$ cat src/sv/base32_byte_encoder_assert.svh
// Assertion macros for the base32 byte encoder.
// B32E_ASSERT checks a property on every clock edge outside reset.
// B32E_ASSERT_IMPL checks that one condition implies another in the same cycle.
`ifndef BASE32_BYTE_ENCODER_ASSERT_SVH
`define BASE32_BYTE_ENCODER_ASSERT_SVH
`ifndef SYNTH
`define B32E_ASSERT(lbl, clk, rst, prop, msg) \
   lbl: assert property (@(posedge clk) disable iff (rst) (prop)) else $error(msg);
`define B32E_ASSERT_IMPL(lbl, clk, rst, pre, post, msg) \
   lbl: assert property (@(posedge clk) disable iff (rst) (pre) |-> (post)) else $error(msg);
`else
`define B32E_ASSERT(lbl, clk, rst, prop, msg)
`define B32E_ASSERT_IMPL(lbl, clk, rst, pre, post, msg)
`endif
`endif

$ cat src/sv/b32e_pkg.sv
package b32e_pkg;

   localparam int BYTE_W    = 8;
   localparam int GROUP_W   = 5;
   localparam int CHAR_W    = 7;
   localparam int LEFT_W    = 4;
   localparam int CNT_W     = 3;
   localparam int MAX_CHARS = 3;
   localparam int IDX_W     = 2;
   localparam int WIN_W     = LEFT_W + BYTE_W + LEFT_W;

   localparam logic [CHAR_W-1:0]  CHAR_A    = 7'h61; // 'a'
   localparam logic [CHAR_W-1:0]  CHAR_TWO  = 7'h32; // '2'
   localparam logic [GROUP_W-1:0] ALPHA_CNT = 5'd26;
   localparam logic [CNT_W-1:0]   CNT_MAX   = 3'd4;

   typedef logic [MAX_CHARS-1:0][CHAR_W-1:0] char_vec_type;

   // result of packing one byte: up to three characters plus next leftover
   typedef struct packed {
      char_vec_type           chars;
      logic [IDX_W-1:0]       last_idx;
      logic [LEFT_W-1:0]      new_bits;
      logic [CNT_W-1:0]       new_count;
   } pack_type;

   function automatic logic [CHAR_W-1:0] group_to_char(input logic [GROUP_W-1:0] v);
      if (v < ALPHA_CNT) begin
         return CHAR_A + CHAR_W'(v);
      end else begin
         return CHAR_TWO + CHAR_W'(v - ALPHA_CNT);
      end
   endfunction

endpackage

$ cat src/sv/b32e_pack.sv
module b32e_pack (
   input  logic [b32e_pkg::BYTE_W-1:0] data_byte,
   input  logic                        final_byte,
   input  logic [b32e_pkg::LEFT_W-1:0] leftover_bits,
   input  logic [b32e_pkg::CNT_W-1:0]  leftover_count,
   output b32e_pkg::pack_type          pack
);
   import b32e_pkg::*;

   logic [CNT_W-1:0]  cnt;
   logic [CNT_W-1:0]  shift;
   logic [WIN_W-1:0]  win;
   logic              two_full;
   logic [CNT_W-1:0]  rem;
   logic [LEFT_W-1:0] rem_mask;
   logic              tail;

   always_comb begin
      cnt      = (leftover_count > CNT_MAX) ? CNT_MAX : leftover_count;
      shift    = CNT_MAX - cnt;
      // valid bits left-aligned; zeros below give the right-hand fill
      win      = {leftover_bits, data_byte, {LEFT_W{1'b0}}} << shift;
      two_full = (cnt >= 3'd2);
      rem      = two_full ? (cnt - 3'd2) : (cnt + 3'd3);
      rem_mask = LEFT_W'((5'd1 << rem) - 5'd1);
      tail     = final_byte && (rem != '0);

      pack.chars[0] = group_to_char(win[WIN_W-1 -: GROUP_W]);
      pack.chars[1] = group_to_char(win[WIN_W-1-GROUP_W -: GROUP_W]);
      pack.chars[2] = group_to_char(win[WIN_W-1-2*GROUP_W -: GROUP_W]);
      pack.last_idx = IDX_W'(two_full) + IDX_W'(tail);
      pack.new_bits  = final_byte ? '0 : (data_byte[LEFT_W-1:0] & rem_mask);
      pack.new_count = final_byte ? '0 : rem;
   end

endmodule

$ cat src/sv/base32_byte_encoder.sv
// Lowercase base32 encoder (a-z, 2-7), no padding.
// Input channel req_: one byte a beat (req_data_byte), req_final_byte marks
// the last byte of a message. Result channel rsp_: one ASCII character a
// beat (rsp_code_char); rsp_end_of_text flags the message's last character.
// Each byte gives one or two characters, and a final byte carrying leftover
// bits gives one more, zero-filled on the right.
// With the buffer free, a byte passes through the input register and then
// the character buffer, which presents its first character on rsp_code_char.
// Throughput is set by the single result port, which drains one character
// a cycle from the buffer while rsp_ready is high; a byte yields one to
// three characters, 1.6 on average over a long message.
// The input register is freed as soon as the buffer takes its byte, so
// a new byte is accepted while the buffer's last character still waits.
// Reset (synchronous, active high) empties both stages and clears the
// leftover store. A stalled receiver holds the current character steady;
// once the buffer and the input register are full, req_ready drops.
`include "base32_byte_encoder_assert.svh"

module base32_byte_encoder (
   input  logic                                clock,
   input  logic                                reset,
   input  logic                                req_valid,
   output logic                                req_ready,
   input  logic [b32e_pkg::BYTE_W-1:0]         req_data_byte,
   input  logic                                req_final_byte,
   output logic                                rsp_valid,
   input  logic                                rsp_ready,
   output logic [b32e_pkg::CHAR_W-1:0]         rsp_code_char,
   output logic                                rsp_end_of_text
);
   import b32e_pkg::*;

   // input register
   logic                in_valid_ff, in_valid_in;
   logic [BYTE_W-1:0]   in_byte_ff;
   logic                in_final_ff;

   // leftover store
   logic [LEFT_W-1:0]   left_bits_ff, left_bits_in;
   logic [CNT_W-1:0]    left_cnt_ff, left_cnt_in;

   // character buffer
   logic                buf_valid_ff, buf_valid_in;
   char_vec_type        buf_chars_ff;
   logic [IDX_W-1:0]    buf_last_ff;
   logic                buf_final_ff;
   logic [IDX_W-1:0]    idx_ff, idx_in;

   pack_type            pack;
   logic                rsp_beat;
   logic                last_beat;
   logic                buf_free;
   logic                load;
   logic                req_beat;

   b32e_pack u_pack (
      .data_byte      (in_byte_ff),
      .final_byte     (in_final_ff),
      .leftover_bits  (left_bits_ff),
      .leftover_count (left_cnt_ff),
      .pack           (pack)
   );

   always_comb begin
      rsp_beat  = buf_valid_ff && rsp_ready;
      last_beat = (idx_ff == buf_last_ff);
      buf_free  = !buf_valid_ff || (rsp_beat && last_beat);
      load      = in_valid_ff && buf_free;
      req_ready = !in_valid_ff || load;
      req_beat  = req_valid && req_ready;

      in_valid_in  = req_beat || (in_valid_ff && !load);
      buf_valid_in = load || (buf_valid_ff && !(rsp_beat && last_beat));

      left_bits_in = load ? pack.new_bits  : left_bits_ff;
      left_cnt_in  = load ? pack.new_count : left_cnt_ff;

      if (load) begin
         idx_in = '0;
      end else if (rsp_beat) begin
         idx_in = idx_ff + IDX_W'(1);
      end else begin
         idx_in = idx_ff;
      end
   end

   always_ff @(posedge clock) begin
      if (reset) begin
         in_valid_ff  <= 1'b0;
         buf_valid_ff <= 1'b0;
         left_bits_ff <= '0;
         left_cnt_ff  <= '0;
         idx_ff       <= '0;
      end else begin
         in_valid_ff  <= in_valid_in;
         buf_valid_ff <= buf_valid_in;
         left_bits_ff <= left_bits_in;
         left_cnt_ff  <= left_cnt_in;
         idx_ff       <= idx_in;
      end
   end

   // payload registers
   always_ff @(posedge clock) begin
      if (req_beat) begin
         in_byte_ff  <= req_data_byte;
         in_final_ff <= req_final_byte;
      end
      if (load) begin
         buf_chars_ff <= pack.chars;
         buf_last_ff  <= pack.last_idx;
         buf_final_ff <= in_final_ff;
      end
   end

   assign rsp_valid       = buf_valid_ff;
   assign rsp_code_char   = buf_chars_ff[idx_ff];
   assign rsp_end_of_text = buf_final_ff && last_beat;

   `B32E_ASSERT(a_left_cnt_range, clock, reset, left_cnt_ff <= CNT_MAX, "leftover count above four")
   `B32E_ASSERT_IMPL(a_idx_in_range, clock, reset, buf_valid_ff, idx_ff <= buf_last_ff, "buffer index past last character")
   `B32E_ASSERT_IMPL(a_eot_last, clock, reset, rsp_valid && rsp_end_of_text, buf_final_ff && idx_ff == buf_last_ff, "end flag off the last character")
   `B32E_ASSERT_IMPL(a_final_clears, clock, reset, load && in_final_ff, pack.new_count == '0 && pack.new_bits == '0, "final byte leaves bits behind")

endmodule
$ cat config.mk
export PLATFORM = sky130hd
export DESIGN_NAME = base32_byte_encoder
export DESIGN_NICKNAME = d
export VERILOG_FILES = /design/src/sv/b32e_pkg.sv /design/src/sv/b32e_pack.sv /design/src/sv/base32_byte_encoder.sv
export VERILOG_INCLUDE_DIRS = /design/src /design/src/sv
export SDC_FILE = /design/constraint.sdc
export NUM_CORES = 1
export LEC_CHECK = 0
export BUFFER_PORTS_ARGS = -buffer_cell sky130_fd_sc_hd__buf_2
export CORE_MARGIN = 4
export CORE_UTILIZATION = 38
export DETAILED_ROUTE_END_ITERATION = 7
export GPL_TIMING_DRIVEN = 0
export REMOVE_ABC_BUFFERS = 1
export SYNTH_ARGS = -nofsm -noshare
export SYNTH_HDL_FRONTEND = slang
export SYNTH_SLANG_ARGS = --single-unit
$ cat constraint.sdc
create_clock -name clock -period 6.21 [get_ports clock]
set_clock_uncertainty 0.2 [all_clocks]
set_input_delay 0.3105 -clock clock [delete_from_list [all_inputs] [get_ports clock]]
set_output_delay 0.3105 -clock clock [all_outputs]
set_load 0.02 [all_outputs]
==> out/results.txt <==
worst reg2reg endpoint -> buf_chars_ff[2]
GRT Residual Overflow -> 0
total global-route track usage -> 0.133
Ant. Diodes -> 0
cell taking the most area after synthesis -> edfxtp_1
1st-iter DRT viols -> 138
WS Path Type -> register to register
crit path to -> buf_chars_ff[2]
Post-Route WL -> 4.79 mm
Least-Margin Pin Slew -> 0.864 ns
status -> finished clean
Clock Latency Late Sink -> 0.29 ns
reg-to-reg slack, setup -> 1.35 ns
Starting Density -> 0.394
antenna-violating nets left -> 0
Fmax -> 206 MHz
CTS tree -> built
Pre-antenna DRT Iters -> 6
Core Util, Final -> 0.441
share of layout cells above drive strength 1 -> 0.201
Via Count -> 1852
top cell type's share of synthesized area -> 0.334
Final WS setup -> 1.35 ns
post-route minimum period -> 4.86 ns
final hold slack -> 0.0703 ns
DIE HEIGHT -> 89.4 um
CTS sink cnt -> 39
static leakage -> 1.13 nW
CTS Root Cell -> clkbuf_8
routed len/inst -> 13.6 um
most common cell after layout, fill and taps aside -> edfxtp_1
count of pins over their slew limit -> 0
Worst EP required -> 6.05 ns
DRC errors left -> 0
crit path DAT -> 4.69 ns
initial antenna violation count -> 0
Via density -> 5.28
area of the mapped netlist -> 2510 um2
peak supply drop -> 0.136 mV
setup_tns -> 0 ns
worst min path class -> input pin to register
pwr dens -> 237 nW/um2
Rel. slew slack -> 0.423
Power, Total -> 0.669 mW
number of I/O pins -> 23
port bufs -> 22
RSZ-0062 raised after global routing -> false
Yosys Warn Count -> 0
CP Launch Type -> register
Post-Synthesis Mean Instance Area -> 10.2 um2
register bit total from synthesis -> 39
pre-CTS WS -> 1.38 ns
number of global-route vias before repair -> 1709
final hold vios -> 0
FP Rows -> 29
# Max-Cap Violations -> 0
# H-tree levels -> 2
Non-Filler Instances -> 351
leading cell types in the layout, fill and taps excluded -> edfxtp_1 (28), nand2_1 (25), buf_2 (22)
number of synthesized flops with an enable pin -> 28
Worst R2R Start -> left_cnt_ff[2]
Seq/Total Area, Yosys -> 0.422
count of different cell masters after synthesis -> 63
crit-path max FO -> 21
fin nets -> 295
Top FF cell, synth -> edfxtp_1
hold-fix buffers at CTS -> 9
R2R depth -> 11
ys async rst share -> 0
Mapped Cells -> 247
synthesis-to-finish area growth -> 12.1%
crit share post-route -> 0.782
global-route wire length before repair -> 8.24 mm
clock-pin transition on the worst setup and hold timing paths -> 0.08 ns
full die area -> 7980 um2
Crit. End Element -> register
gpl congestion -> 0.809
dpl cell area -> 2640 um2
Cells after DPL -> 334
CP Launch Point -> left_cnt_ff[2]
die span in x -> 89.4 um
largest net degree at the start of global routing -> 24
Placeable Area -> 6390 um2
post-CTS sizing -> 0
Setup-failing EPs final -> 0
post-route cell area -> 2820 um2
clock buffer count from CTS -> 5
post-CTS setup buffers -> 0
post-DP HPWL -> 3.57 mm
top cells by area, synth -> edfxtp_1 (33%), dfxtp_1 (8.8%), mux2i_1 (6.0%)
CTS max path bufs -> 2
==> cell families after synthesis <==
group / Yosys count / synth area share
multiplexers: 20 / 0.0940
AO/OA/AOI/OAI: 58 / 0.173
buffers and inverters: 28 / 0.0557
AND/OR/NAND/NOR: 85 / 0.177
XOR/XNOR: 8 / 0.0338
adder cells (fa/ha/maj): 9 / 0.0448
flip-flops: 39 / 0.422
==> state kept, by name, summed over array words and instances (netlist names) <==
register	count
left_cnt_ff	3
buf_last_ff	2
in_valid_ff	1
left_bits_ff	4
buf_chars_ff	16
buf_final_ff	1
in_final_ff	1
idx_ff	2
rsp_valid	1
in_byte_ff	8
==> cell type report <==
| type | count | area [um2] |
|---|---|---|
| fillers | 609 | 3570 |
| multi-input cells | 180 | 1310 |
| clock buffers | 6 | 72.6 |
| flip-flops and latches | 39 | 1060 |
| clock inverters | 2 | 12.5 |
| repair buffers | 31 | 200 |
| inverters | 16 | 62.6 |
| well taps | 77 | 96.3 |
==> routing by layer <==
layer / track usage / part of all wire / vias to the layer above
met5: 0 / 0 / -
met4: 0.0311 / 0.0082 / 0
met3: 0.0359 / 0.054 / 6
met2: 0.213 / 0.46 / 43
met1: 0.179 / 0.48 / 845
li1: - / - / 958
==> synthesized netlist by cell type (3+ instances only) <==
cell type and n:
a21oi_1 18, and2_1 5, mux2i_1 15, nand2_1 25, inv_1 11, nor2b_1 3, o21ai_0 11, dfxtp_1 11
and3_1 3, a31oi_1 3, o22ai_1 3, xor2_1 4, edfxtp_1 28, nand3_1 3, nor2_1 19, clkbuf_1 6
ha_1 9, nor3_1 7, buf_6 4, a211oi_1 4, inv_2 4
==> worst max-delay path, cell delays in order (launching register included) <==
cell      delay [ns]
dfxtp_1         0.82
nor2b_2         0.16
inv_2           0.23
ha_1            0.75
xor2_2          0.43
mux4_1          0.67
mux2i_1         0.32
inv_1           0.13
ha_1            0.33
nor4b_2         0.32
a311oi_1        0.08
o21a_1          0.13
==> power by group <==
group          total (mW)  switching [mW]  internal (mW)
Combinational       0.191           0.112         0.0786
Sequential          0.316          0.0124          0.303
Clock               0.163          0.0842         0.0784
Total               0.669           0.209          0.460
==> worst min-delay path by stage <==
stage                           from  slack, ns       endpoint  depth (start not counted)
floorplan                      reset       0.18    in_valid_ff                          1
global placement    req_data_byte[2]       0.29  in_byte_ff[2]                          1
detailed placement  req_data_byte[2]       0.29  in_byte_ff[2]                          1
CTS                        req_valid       0.06    in_valid_ff                          3
global route               req_valid       0.08    in_valid_ff                          3
finish                     req_valid       0.07    in_valid_ff                          3
Note: power is estimated with default switching activity, not from simulation.
